===== config.mk =====
export PLATFORM = sky130hd
export DESIGN_NAME = hbce_div
export DESIGN_NICKNAME = d
export VERILOG_FILES = /design/src/design/hermite_boundary_curve_evaluator_core_defines.svh /design/src/design/hbce_pkg.sv /design/src/design/hbce_div.sv
export SDC_FILE = /design/constraint.sdc
export NUM_CORES = 1
export LEC_CHECK = 0
export ABC_AREA = 1
export CORE_ASPECT_RATIO = 0.75
export CORE_MARGIN = 4
export CORE_UTILIZATION = 40
export CTS_CLUSTER_DIAMETER = 200
export DETAILED_ROUTE_END_ITERATION = 7
export DONT_BUFFER_PORTS = 1
export GPL_TIMING_DRIVEN = 0
export PLACE_DENSITY = 0.58
export SYNTH_ARGS = -nofsm -noshare
export SYNTH_HDL_FRONTEND = slang
export SYNTH_SLANG_ARGS = --single-unit

===== constraint.sdc =====
create_clock -name aclk -period 4.2 [get_ports aclk]
set_input_delay 1.05 -clock aclk [delete_from_list [all_inputs] [get_ports aclk]]
set_output_delay 1.05 -clock aclk [all_outputs]
set_load 0.01 [all_outputs]

===== src/design/hermite_boundary_curve_evaluator_core_defines.svh =====
// ----------------------------------------------------------------------------
// hermite_boundary_curve_evaluator_core_defines
// assertion macros for the hermite curve evaluator
// ----------------------------------------------------------------------------
`ifndef HERMITE_BOUNDARY_CURVE_EVALUATOR_CORE_DEFINES_SVH
`define HERMITE_BOUNDARY_CURVE_EVALUATOR_CORE_DEFINES_SVH
`ifndef SYNTHESIS
`define HBCE_ASSERT_IMP(lbl, clk, rstn, ante, cons) \
    lbl: assert property (@(posedge clk) disable iff (!rstn) (ante) |-> (cons)) \
        else $error("hbce assertion failed");
`define HBCE_ASSERT_NXT(lbl, clk, rstn, ante, cons) \
    lbl: assert property (@(posedge clk) disable iff (!rstn) (ante) |=> (cons)) \
        else $error("hbce assertion failed");
`else
`define HBCE_ASSERT_IMP(lbl, clk, rstn, ante, cons)
`define HBCE_ASSERT_NXT(lbl, clk, rstn, ante, cons)
`endif
`endif


===== src/design/hbce_pkg.sv =====
// ----------------------------------------------------------------------------
// hbce_pkg
// shared types, constants and control structs of the hermite curve evaluator
// ----------------------------------------------------------------------------
package hbce_pkg;

    localparam int SEGMENTS = 64;
    localparam int SEG_W    = 6;
    localparam int WORDS    = 8 * SEGMENTS;
    localparam int WADDR_W  = 9;
    localparam int DATA_W   = 32;
    localparam int T_W      = 17;
    localparam int ACC_W    = 40;
    localparam int CNT_W    = 7;
    localparam int TOL_W    = 17;
    localparam int CFG_IDX_W = 2;

    localparam logic [T_W-1:0] T_ONE  = 17'd65536;
    localparam logic [T_W-1:0] U_HALF = 17'd32768;
    localparam logic [3:0]     WSEL_END_PARAM = 4'd8;

    localparam logic [CFG_IDX_W-1:0] CFG_SEG_IN_USE = 2'd0;
    localparam logic [CFG_IDX_W-1:0] CFG_MATCH_TOL  = 2'd1;

    typedef enum logic [1:0] {
        ACT_WRITE = 2'd0,
        ACT_EVAL  = 2'd1,
        ACT_FIND  = 2'd2,
        ACT_NONE  = 2'd3
    } action_t;

    typedef enum logic [1:0] {
        STAT_OK        = 2'd0,
        STAT_T_OUT     = 2'd1,
        STAT_NOT_FOUND = 2'd2
    } status_t;

    typedef enum logic [4:0] {
        S_IDLE, S_ES_RD, S_ES_CHK, S_DIV, S_LD, S_MST, S_MWT,
        S_P0A, S_P0B, S_P0C, S_EPA, S_EPB, S_EPC, S_MPA, S_MPB, S_MCK, S_DONE
    } fsm_state_t;

    typedef struct packed {
        logic                    start;
        logic signed [ACC_W-1:0] a;
        logic [T_W-1:0]          u;
    } mul_req_t;

    typedef struct packed {
        logic                    done;
        logic signed [ACC_W-1:0] p;
    } mul_rsp_t;

    typedef struct packed {
        logic           start;
        logic [T_W-1:0] num;
        logic [T_W-1:0] den;
    } div_req_t;

    typedef struct packed {
        logic           done;
        logic [T_W-1:0] q;
    } div_rsp_t;

endpackage


===== src/design/hbce_div.sv =====
// ----------------------------------------------------------------------------
// hbce_div
// restoring divider: quotient of (num << 16) / den, one bit per cycle
// ----------------------------------------------------------------------------
module hbce_div import hbce_pkg::*; (
    input  logic     aclk,
    input  logic     aresetn,
    input  div_req_t req,
    output div_rsp_t rsp
);

    localparam int DVD_W = T_W + 16;
    localparam int STEP_W = $clog2(DVD_W + 1);

    logic                busy_reg, busy_next;
    logic                done_reg, done_next;
    logic [STEP_W-1:0]   cnt_reg, cnt_next;
    logic [DVD_W-1:0]    sh_reg, sh_next;
    logic [T_W-1:0]      rem_reg, rem_next;
    logic [T_W-1:0]      den_reg, den_next;
    logic [T_W:0]        rem_sh;
    logic                qbit;

    // one quotient bit per step
    always_comb begin
        busy_next = busy_reg;
        done_next = 1'b0;
        cnt_next  = cnt_reg;
        sh_next   = sh_reg;
        rem_next  = rem_reg;
        den_next  = den_reg;
        rem_sh    = {rem_reg, sh_reg[DVD_W-1]};
        qbit      = (rem_sh >= {1'b0, den_reg});
        if (req.start) begin
            busy_next = 1'b1;
            cnt_next  = '0;
            sh_next   = {req.num, 16'd0};
            rem_next  = '0;
            den_next  = req.den;
        end else if (busy_reg) begin
            rem_next = qbit ? T_W'(rem_sh - {1'b0, den_reg}) : rem_sh[T_W-1:0];
            sh_next  = {sh_reg[DVD_W-2:0], qbit};
            cnt_next = cnt_reg + 1'b1;
            if (cnt_reg == STEP_W'(DVD_W - 1)) begin
                busy_next = 1'b0;
                done_next = 1'b1;
            end
        end
    end

    always_ff @(posedge aclk) begin
        if (!aresetn) begin
            busy_reg <= 1'b0;
            done_reg <= 1'b0;
            cnt_reg  <= '0;
        end else begin
            busy_reg <= busy_next;
            done_reg <= done_next;
            cnt_reg  <= cnt_next;
        end
    end

    always_ff @(posedge aclk) begin
        sh_reg  <= sh_next;
        rem_reg <= rem_next;
        den_reg <= den_next;
    end

    assign rsp.done = done_reg;
    assign rsp.q    = sh_reg[T_W-1:0];

endmodule


### Word level (Yosys, flattened, before mapping)

Index checks and enable logic that the tools add are counted.

* flip-flop bits (word level): 75
* input port bits: 37
* output and inout port bits: 18
* logic and storage cells: 23

* $add $sub $neg: 2
* $lt $le $gt $ge: 1
* equality and inequality tests: 1
* mux-type cells: 7
* bitwise gates (word level): 2
* reduce and logical (&&, ||, !) cells: 3

Operator list (number)
* 33-bit two-way mux: 2
* 18-bit by 17-bit >= comparator with 1-bit output: 1
* 17-bit two-way mux: 1
* 17-bit subtractor: 1
* 6-bit by 1-bit adder with 6-bit output (second input constant): 1
* 6-bit == test (second input constant): 1
* 1-bit two-way mux: 4
* 3-bit OR reduction: 1
* 1-bit inverter: 2
* 2-bit nonzero test: 1
* 2-bit OR reduction: 1

### Logic depth before layout (Yosys ltp)

* depth in word-level cells: 4
* depth in mapped cells: 16

### Worst setup path after synthesis

No wires, ideal clock.

* path type: input to register
* start point: input port req[34] (netlist bit)
* end point: register sh_reg[16] (enable)
* arrival: 1.933 ns
* data required time: 3.812 ns
* slack: 1.879 ns
* stages: 3
* buffers on the path: 1
* cells stage by stage: nor2_2 -> clkinv_1 -> clkbuf_1

* longest elaborated chain between the ends: 1

Ends and longest elaborated chain
* from (decl): RTL line hbce_div.sv:8 `input div_req_t req,`
* 2-bit nonzero test (no source line)
* to (signal assigned): RTL line hbce_div.sv:64 `sh_reg <= sh_next;`
* to (decl): RTL line hbce_div.sv:18 `logic [DVD_W-1:0] sh_reg, sh_next;`

No other way between the ends.
A chain may end at the register's enable or synchronous reset.

==> flow_summary.toml <==
[synthesis]
yosysTopAreaCell = "edfxtp_1"
syn-cell-area_um2 = 4150
synth_top_area_share_pct = 24.6
synth_area_per_cell_um2 = 8.14
synth_warnings = 0
synth-seq-cells = 75
syn_inst = 510
synthTopCellsByArea = "edfxtp_1, dfxtp_1, nand2_1"
synth.distinct_cells = 33
syn_nets = 567
ys_seq_area_share_pct = 44.4

[cts]
cts_buffer_depth = 2
htree_levels = 3
root_buffer = "clkbuf_16"
clk_latency_ps = 340
post-cts-setup-buffers = 0
numCtsBuffers = 9
clkTransAtPathRegs_ps = 60
ctsResizeCount = 0
cts_tree = "done"
clock_sinks = 75
holdBufCountCts = 0

[pwr]
swShare_pct = 24.1
intPower_mw = 1.32
p_leak_nw = 2.21
p_sw_mw = 0.418
clkPwrFrac_pct = 45.7
ir_worst_vdd_mv = 0.216
seqPwrFrac_pct = 46.7
powerDensity_nw_per_um2 = 375
combPwrFrac_pct = 7.6

[outcome]
run_status = "completed"

[global_route]
use_met2_pct = 24.4
gr-usage-met3_pct = 4.77
grt_pass1_wl_mm = 15.0
grt_pass1_vias = 3096
grt.total_usage_pct = 15.7
antenna_found_initial = 0
grt_use_met1_pct = 20.8
grt-busiest-layer = "met2"
overflow = 0
grt_max_degree = 27

[sta]
setup_slack_ps = 1710
finalCriticalPeriod_ps = 2490
setup_viol = 0
fin_setup_tns_ps = 0
hold_viol = 0
final_max_slew_viol_count = 0
tightest_slew_ps = 1270
skew_ps = 6.48
period_share_pct = 59.3
fmax_mhz = 401
relSlewSlack_pct = 15.1
rsz0062_at_grt = "no"

[hold_path]
min_path_type = "reg2reg"

[critical_path]
slowest_stage = "clkbuf_1"
start_kind = "input port"
crit_required_ps = 4440
end_kind = "flip-flop"
crit_arrival_ps = 2730
crit_type = "in2reg"
max_stage_delay_ps = 600
crit_chain = "nor2_2, clkinv_1, clkbuf_1, o22ai_1"
critical_path_peak_fanout = 26

[detailed_routing]
first_iter_violations = 176
via_count = 3121
viasPerCell = 4.74
detail_route.wirelength_mm = 9.04
drcViolationCount = 0
antenna_left = 0
wl_per_cell_um = 13.7
dr.pass1.iters = 4

[layout]
final_nets = 578
largest_reg_flops = 33
layout_commonest_cell = "nand2_1"
layout-drive-gt1-share_pct = 10.6
diodes = 0
area_delta_synth_final_pct = 11.4
most-common-layout-cells = "nand2_1, inv_1, dfxtp_1"

[floorplanning]
dieArea_um2 = 12100
std_cell_rows = 31
start_util_pct = 42.0
die-height_um = 96.2
die_x_um = 126
pin_count = 55
coreArea_um2 = 9890

[placement]
dp_hpwl_mm = 6.53
port-buffer-count = 0
pre_cts_slack_ps = 1300
routabilityCongestion = 0.945

[job]
max-cap-violations = 0
layer usage:
metal | up-vias | routed length (um)
met1 | 1410 | 4630
met3 | 11 | 499
met5 | - | 0
met4 | 0 | 108
met2 | 51 | 3800
li1 | 1649 | -
metrics by stage:
step	std cells	area, um2	power, mW	hold slack, ps	util, %
finish	658	4630	1.74	465	46.8
global route	658	4630	1.80	478	46.8
CTS	658	4630	1.76	468	46.8
detailed placement	642	4320	0.957	456	43.7
global placement	642	4320	0.956	440	43.7
floorplan	510	4150	0.926	426	-
critical path: cells and delay by family:
family                 cells  cell delay (ps)
buffers and inverters      2              970
AO/OA/AOI/OAI              1              370
AND/OR/NAND/NOR            1              330
synthesized netlist by cell type:
master / n
a211oi_1: 1
a21oi_1: 12
a22o_1: 16
buf_12: 1
buf_4: 20
buf_6: 1
clkbuf_1: 5
clkbuf_8: 1
clkinv_1: 1
dfxtp_1: 41
dlygate4sd1_1: 1
edfxtp_1: 34
fa_1: 1
ha_1: 19
inv_1: 88
nand2_1: 144
nand2_2: 9
nand2_4: 2
nand3_1: 32
nand3_2: 2
nand3b_1: 19
nand4_1: 2
nor2_1: 17
nor2_2: 2
nor2_4: 1
nor3_1: 8
nor3b_1: 2
o211ai_1: 1
o21ai_0: 4
o21ai_2: 1
o22ai_1: 15
xnor2_1: 4
xor2_1: 3
power by group through the flow:
stage                     Sequential [mW]  Clock, mW  Combinational, mW
after floorplan                     0.822          0              0.104
after global placement              0.826          0              0.130
after detailed placement            0.826          0              0.131
after CTS                           0.811      0.817              0.132
after global routing                0.814      0.842              0.149
final                               0.810      0.794              0.131
logic make-up after synthesis:
kind of cell             share of synthesized area, %
AND/OR/NAND/NOR                                  26.4
buffers and inverters                            13.4
flip-flops                                       44.4
AO/OA/AOI/OAI                                    8.14
adder cells (fa/ha/maj)                          6.21
XOR/XNOR                                         1.48
final cells by class:
class | count | area [um2]
clock buffers | 9 | 225
fillers | 973 | 5270
well taps | 132 | 165
multi-input cells | 317 | 1750
clock inverters | 7 | 82.6
inverters | 89 | 334
plain buffers | 29 | 223
flip-flops and latches | 75 | 1840
final timing paths:
| check | slack, ps | cells past startpoint | from | to |
|---|---|---|---|---|
| worst min register to register | 460 | 2 | rem_reg[16]$_SDFFE_PP0P_ | rem_reg[16]$_SDFFE_PP0P_ |
| worst max register to register | 1940 | 16 | sh_reg[32]$_DFFE_PP_ | rem_reg[10]$_SDFFE_PP0P_ |
| worst max-delay path | 1710 | 4 | req[34] | sh_reg[8]$_SDFFE_PP0P_ |
| worst min-delay path | 460 | 2 | rem_reg[16]$_SDFFE_PP0P_ | rem_reg[16]$_SDFFE_PP0P_ |
(Power assumes the default switching activity.)
