<file path="src/design/hermite_boundary_curve_evaluator_core_defines.svh">
// ----------------------------------------------------------------------------
// hermite_boundary_curve_evaluator_core_defines
// assertion macros for the hermite curve evaluator
// ----------------------------------------------------------------------------
`ifndef HERMITE_BOUNDARY_CURVE_EVALUATOR_CORE_DEFINES_SVH
`define HERMITE_BOUNDARY_CURVE_EVALUATOR_CORE_DEFINES_SVH
`ifndef SYNTHESIS
`define HBCE_ASSERT_IMP(lbl, clk, rstn, ante, cons) \
    lbl: assert property (@(posedge clk) disable iff (!rstn) (ante) |-> (cons)) \
        else $error("hbce assertion failed");
`define HBCE_ASSERT_NXT(lbl, clk, rstn, ante, cons) \
    lbl: assert property (@(posedge clk) disable iff (!rstn) (ante) |=> (cons)) \
        else $error("hbce assertion failed");
`else
`define HBCE_ASSERT_IMP(lbl, clk, rstn, ante, cons)
`define HBCE_ASSERT_NXT(lbl, clk, rstn, ante, cons)
`endif
`endif

</file>
<file path="src/design/hbce_pkg.sv">
// ----------------------------------------------------------------------------
// hbce_pkg
// shared types, constants and control structs of the hermite curve evaluator
// ----------------------------------------------------------------------------
package hbce_pkg;

    localparam int SEGMENTS = 64;
    localparam int SEG_W    = 6;
    localparam int WORDS    = 8 * SEGMENTS;
    localparam int WADDR_W  = 9;
    localparam int DATA_W   = 32;
    localparam int T_W      = 17;
    localparam int ACC_W    = 40;
    localparam int CNT_W    = 7;
    localparam int TOL_W    = 17;
    localparam int CFG_IDX_W = 2;

    localparam logic [T_W-1:0] T_ONE  = 17'd65536;
    localparam logic [T_W-1:0] U_HALF = 17'd32768;
    localparam logic [3:0]     WSEL_END_PARAM = 4'd8;

    localparam logic [CFG_IDX_W-1:0] CFG_SEG_IN_USE = 2'd0;
    localparam logic [CFG_IDX_W-1:0] CFG_MATCH_TOL  = 2'd1;

    typedef enum logic [1:0] {
        ACT_WRITE = 2'd0,
        ACT_EVAL  = 2'd1,
        ACT_FIND  = 2'd2,
        ACT_NONE  = 2'd3
    } action_t;

    typedef enum logic [1:0] {
        STAT_OK        = 2'd0,
        STAT_T_OUT     = 2'd1,
        STAT_NOT_FOUND = 2'd2
    } status_t;

    typedef enum logic [4:0] {
        S_IDLE, S_ES_RD, S_ES_CHK, S_DIV, S_LD, S_MST, S_MWT,
        S_P0A, S_P0B, S_P0C, S_EPA, S_EPB, S_EPC, S_MPA, S_MPB, S_MCK, S_DONE
    } fsm_state_t;

    typedef struct packed {
        logic                    start;
        logic signed [ACC_W-1:0] a;
        logic [T_W-1:0]          u;
    } mul_req_t;

    typedef struct packed {
        logic                    done;
        logic signed [ACC_W-1:0] p;
    } mul_rsp_t;

    typedef struct packed {
        logic           start;
        logic [T_W-1:0] num;
        logic [T_W-1:0] den;
    } div_req_t;

    typedef struct packed {
        logic           done;
        logic [T_W-1:0] q;
    } div_rsp_t;

endpackage

</file>
<file path="src/design/hbce_mul.sv">
// ----------------------------------------------------------------------------
// hbce_mul
// shared q16 multiplier: round(a * u / 2^16), low then high partial product through one multiplier on separate cycles
// ----------------------------------------------------------------------------
module hbce_mul import hbce_pkg::*; (
    input  logic     aclk,
    input  logic     aresetn,
    input  mul_req_t req,
    output mul_rsp_t rsp
);

    localparam int HALF_W = ACC_W / 2;
    localparam int PROD_W = HALF_W + 1 + T_W + 1;
    localparam int TOT_W  = ACC_W + T_W + 3;

    logic                     busy_reg, phase_reg, done_reg;
    logic signed [ACC_W-1:0]  a_reg;
    logic [T_W-1:0]           u_reg;
    logic signed [PROD_W-1:0] lo_reg;
    logic signed [ACC_W-1:0]  p_reg;
    logic signed [HALF_W:0]   opnd;
    logic signed [T_W:0]      uop;
    logic signed [PROD_W-1:0] prod;
    logic signed [TOT_W-1:0]  total;
    logic signed [TOT_W-1:0]  rounded;

    // low half unsigned, high half signed, through one multiplier
    always_comb begin
        opnd    = phase_reg ? {a_reg[ACC_W-1], a_reg[ACC_W-1:HALF_W]}
                            : {1'b0, a_reg[HALF_W-1:0]};
        uop     = {1'b0, u_reg};
        prod    = PROD_W'(opnd * uop);
        total   = (TOT_W'(prod) <<< HALF_W) + TOT_W'(lo_reg);
        rounded = (total + TOT_W'(32768)) >>> 16;
    end

    always_ff @(posedge aclk) begin
        if (!aresetn) begin
            busy_reg  <= 1'b0;
            phase_reg <= 1'b0;
            done_reg  <= 1'b0;
        end else begin
            done_reg <= 1'b0;
            if (req.start) begin
                busy_reg  <= 1'b1;
                phase_reg <= 1'b0;
            end else if (busy_reg) begin
                phase_reg <= ~phase_reg;
                if (phase_reg) begin
                    busy_reg <= 1'b0;
                    done_reg <= 1'b1;
                end
            end
        end
    end

    always_ff @(posedge aclk) begin
        if (req.start) begin
            a_reg <= req.a;
            u_reg <= req.u;
        end
        if (busy_reg && !phase_reg) begin
            lo_reg <= prod;
        end
        if (busy_reg && phase_reg) begin
            p_reg <= rounded[ACC_W-1:0];
        end
    end

    assign rsp.done = done_reg;
    assign rsp.p    = p_reg;

endmodule
</file>
<file path="config.mk">
export PLATFORM = sky130hd
export DESIGN_NAME = hbce_mul
export DESIGN_NICKNAME = d
export VERILOG_FILES = /design/src/design/hermite_boundary_curve_evaluator_core_defines.svh /design/src/design/hbce_pkg.sv /design/src/design/hbce_mul.sv
export SDC_FILE = /design/constraint.sdc
export NUM_CORES = 1
export LEC_CHECK = 0
export BUFFER_PORTS_ARGS = -buffer_cell sky130_fd_sc_hd__buf_2
export CAP_MARGIN = 10
export CORE_MARGIN = 4
export CORE_UTILIZATION = 52
export CTS_CLUSTER_SIZE = 40
export DETAILED_ROUTE_END_ITERATION = 10
export GPL_ROUTABILITY_DRIVEN = 0
export PLACE_DENSITY = 0.74
export SLEW_MARGIN = 25
export SYNTH_ARGS = -nofsm -noshare
export SYNTH_HDL_FRONTEND = slang
export SYNTH_SLANG_ARGS = --single-unit
</file>
<file path="constraint.sdc">
create_clock -name aclk -period 23.9 [get_ports aclk]
set_clock_uncertainty 0.15 [all_clocks]
set_input_delay 1.195 -clock aclk [delete_from_list [all_inputs] [get_ports aclk]]
set_output_delay 1.195 -clock aclk [all_outputs]
set_load 0.02 [all_outputs]
</file>
* After elaboration in Yosys (flattened, before gate mapping) *
Index checks and enable logic that the tools add are counted.
Widths: inputs -> output; s select.

cells by class
  add/subtract/negate cells = 2
  multipliers = 1
  div/mod/pow operators = 0
  $lt $le $gt $ge = 0
  equality and inequality tests = 0
  shifts and indexed selects = 0
  mux-type cells = 5
  bitwise logic cells = 3
  reductions and logical operators = 5

operators with widths
  operator                count
  $add 56x17->56 const B  1
  $add 56x39->56          1
  $mul 21x18->39          1
  $mux 21                 1
  $mux 1                  4
  $not 1->1               3
  $reduce_or 3->1         1
  $logic_and 1x1->1       2
  $reduce_or 2->1         1
  $logic_not 1->1         1

word-level totals
  bits in registers = 139
  latch bits = 0
  memory bits (writable) = 0
  ROM bits = 0
  input bits = 60
  output and inout bits = 41
  word-level logic and storage cells = 23
  memories kept = 0

* Depth between registers and ports, before layout *
  depth after elaboration = 4
  gate-level depth with buffers = 37
  mapped depth without buffers = 35

* Worst setup path after synthesis *
No wires, ideal clock.

  kind = reg2reg
  start point = register phase_reg
  end point = register p_reg[39] (data pin)
  setup time = 0.268 ns
  data arrival time = 8.210 ns
  path slack = 15.272 ns
  stages on the path, launching flop included = 35
  period minus slack after synthesis = 8.628 ns
  path through = dfxtp_1 > clkbuf_1 > mux2_2 > clkbuf_1 > and2_1 > fa_1 > inv_1 > fa_1 > fa_1 > fa_1 > inv_1 > fa_1 > inv_1 > fa_1 > inv_1 > ha_1 > a21oi_1 > o21a_1 > and2_1 > o21a_1 > o21ai_1 > a21o_1 > a21oi_1 > xnor2_1 > ha_1 > and3_1 > and2_1 > a221o_1 > or3_1 > o211ai_2 > a21boi_2 > o21ai_2 > a31oi_1 > xnor2_1 > xnor2_1

on the way
  longest elaborated chain between the ends = 4

ends and longest elaborated chain
  item                    line            RTL
  start, declared         hbce_mul.sv:16  logic busy_reg, phase_reg, done_reg;
  start signal, assigned  hbce_mul.sv:48  phase_reg <= ~phase_reg;
  $mux 21                 hbce_mul.sv:29  opnd = phase_reg ? {a_reg[ACC_W-1], a_reg[ACC_W-1:HALF_W]}
  $mul 21x18->39          hbce_mul.sv:32  prod = PROD_W'(opnd * uop);
  via prod[20]            hbce_mul.sv:23  logic signed [PROD_W-1:0] prod;
  $add 56x39->56          hbce_mul.sv:33  total = (TOT_W'(prod) <<< HALF_W) + TOT_W'(lo_reg);
  $add 56x17->56          hbce_mul.sv:34  rounded = (total + TOT_W'(32768)) >>> 16;
  via rounded[39]         hbce_mul.sv:25  logic signed [TOT_W-1:0] rounded;
  end signal, assigned    hbce_mul.sv:66  p_reg <= rounded[ACC_W-1:0];
  end, declared           hbce_mul.sv:20  logic signed [ACC_W-1:0] p_reg;

The timed path passes the listed nets, and every way through them passes these cells.
A chain may end at the register's enable or synchronous reset.

* Worst setup path in the final report *
Same ends and word-level chain as after synthesis.

==> metrics.cfg <==
[run_status]
outcome=finished clean

[die]
die_w_um=199
fp.coreArea_um2=35800
initial_core_util_pct=53.0
num_rows=69
fp.dieArea_um2=39700
io_pins=101
die_y_um=199

[worst_setup_path]
cp_max_fo=24
start_kind=flop
slowest_delay_ns=0.54
endpoint=p_reg[39]
regToRegSetupSlack_ns=14.48
required_ns=23.92
r2r_cells=34
timing.rr.start=phase_reg
worstSetupPathType=reg2reg
cpMaxStageDelayCell=fa_1
critical_path.endpoint_type=flop
critical_path_arrival_ns=9.44
crit_start=phase_reg
cpMostUsedCell=fa_1
r2r_end=p_reg[39]

[final_layout]
final_common_cell=inv_1
layout_common_cells=inv_1 (449), fa_1 (356), nand2_1 (186)
syn_to_final_growth_pct=7.88
finish.utilization_pct=57.2
n_antenna_cell=0
final_nets=2495
fin_area_um2=20500
drive_above_1_share_pct=8.72

[clocking]
cts.path.max_buffers=2
post_cts_buffers=0
clkLatencyLatePin_ns=0.45
clk_pin_slew_ns=0.06
cts.sink_count=124
ctsHoldBuffers=0
h-tree-depth=4
root_buffer=clkbuf_16
cts_buffers=17
cts_tree=yes
cts_resized=0

[route]
via_per_inst=5.44
vias=13200
drt-initial-drc-count=700
routed_wl_mm=44.9
final_antenna_net_count=0
drc=0
dr.pass1.iters=7
avgRoutedWirePerCell_um=18.5

[sta]
rsz0062_at_grt=no
slew_viol_final=0
fmax_mhz=106
post-route-min-period_ns=9.42
hold_viol=0
tns_ns=0
layout_setup_ws_ns=14.48
relSlewSlack_pct=29.0
setup_viol=0
period_share_pct=39.4
worst_pin_slew_ns=1.07

[global_route]
grt_first_pass_wirelength_mm=72.8
antenna_found_initial=0
grt_use_total_pct=23.7
grt_overflow=0
grt_pass1_vias=14400
grt_max_degree=61

[synthesis]
synth_ff_type=edfxtp_1
synth_area_um2=19000
synthArstFlopShare_pct=0
postSynthCellCount=1886
synth_nets=2434
ys.warnings.count=0
ys_types=59
synth-seq-cells=124
syn-mean-instance-area_um2=10.1
synth_edf_count=121
yosysSeqAreaShare_pct=19.4

[place]
hpwl_mm=35.8
io_buffer_count=100
dp_slack_ns=14.52
place_area_um2=19900

[flow_run]
max_cap_violations=0

[worst_hold_path]
hold_path_class=reg2reg

==> Yosys cell counts (2+ instances only) <==
library cell	number	area share, %
nand2b_1	10	0.33
o211a_1	2	0.11
xnor2_1	58	2.7
a211o_1	3	0.14
fa_1	356	38
mux2i_1	2	0.11
nand4_1	3	0.099
clkbuf_1	64	1.3
o21bai_1	10	0.40
nand2_1	186	3.7
nor2b_1	20	0.66
dfxtp_1	3	0.32
a31oi_1	8	0.26
a21o_1	45	1.8
or3_1	2	0.066
o21a_1	8	0.32
xor2_1	20	0.92
or2_2	2	0.066
and2_1	178	5.9
a21oi_1	64	1.7
o31a_1	2	0.092
nor4_1	2	0.066
a21oi_2	3	0.14
nor3b_1	2	0.079
mux2_2	19	1.1
inv_1	449	8.9
a221o_1	2	0.11
and3_1	13	0.43
nor2_1	22	0.43
nand3_1	17	0.45
o221ai_1	2	0.092
edfxtp_1	121	19
ha_1	132	8.7
o21ai_0	14	0.37
a211oi_1	3	0.12
o21ai_1	16	0.42
==> area by class of cell <==
type                            instances  area [um^2]
Multi-Input combinational cell       1248        13400
Tap cell                              461          577
Clock buffer                           17          425
Clock inverter                         15          185
Timing Repair Buffer                  107          553
Inverter                              449         1690
Sequential cell                       124         3690
Fill cell                            2998        15300
==> kinds of logic (layout without fill, tap and decap cells) <==
logic type,count (synthesis),count (layout),synth area share (%)
AO/OA/AOI/OAI,199,199,6.97
XOR/XNOR,78,78,3.59
buffers and inverters,514,588,10.2
adder cells (fa/ha/maj),488,488,46.2
multiplexers,21,21,1.23
flip-flops,124,124,19.4
AND/OR/NAND/NOR,462,462,12.4
==> worst min path at each step <==
stage	end	startpoint	depth (start not counted)	slack (ns)
6_report	phase_reg	busy_reg	2	0.48
5_1_grt	p_reg[0]	lo_reg[16]	1	0.50
3_3_place_gp	p_reg[0]	lo_reg[16]	1	0.45
4_1_cts	phase_reg	busy_reg	2	0.46
2_1_floorplan	phase_reg	busy_reg	2	0.36
3_5_place_dp	phase_reg	busy_reg	2	0.44
==> worst max-delay path, delay by kind of cell, from the launching register on <==
| family | cells | cell delay, ns |
|---|---|---|
| muxes | 1 | 0.53 |
| DFF | 1 | 0.48 |
| AOI/OAI and AO/OA | 12 | 2.23 |
| and+or+nand+nor | 5 | 1.14 |
| xor gates and xnor gates | 3 | 0.47 |
| adders and majority gates | 8 | 3.49 |
| buffers and inverters | 5 | 0.63 |
==> through the flow <==
step / cells / hold WS, ns
final: 2421 / 0.475
after global routing: 2421 / 0.502
after CTS: 2421 / 0.457
after detailed placement: 2389 / 0.443
after global placement: 2389 / 0.447
after floorplan: 1886 / 0.361
==> per-layer routing <==
metal / GRT usage [%] / vias to the layer above / routed length [um]
met1: 29.5 / 6622 / 17200
met5: 0 / - / 0
met2: 41.1 / 527 / 22800
met4: 10.1 / 0 / 1960
met3: 3.88 / 132 / 2910
li1: - / 5878 / -
Power is left out: the tool's default activity adds up to more than one toggle a clock period on the data nets, which glitch-free logic cannot reach.
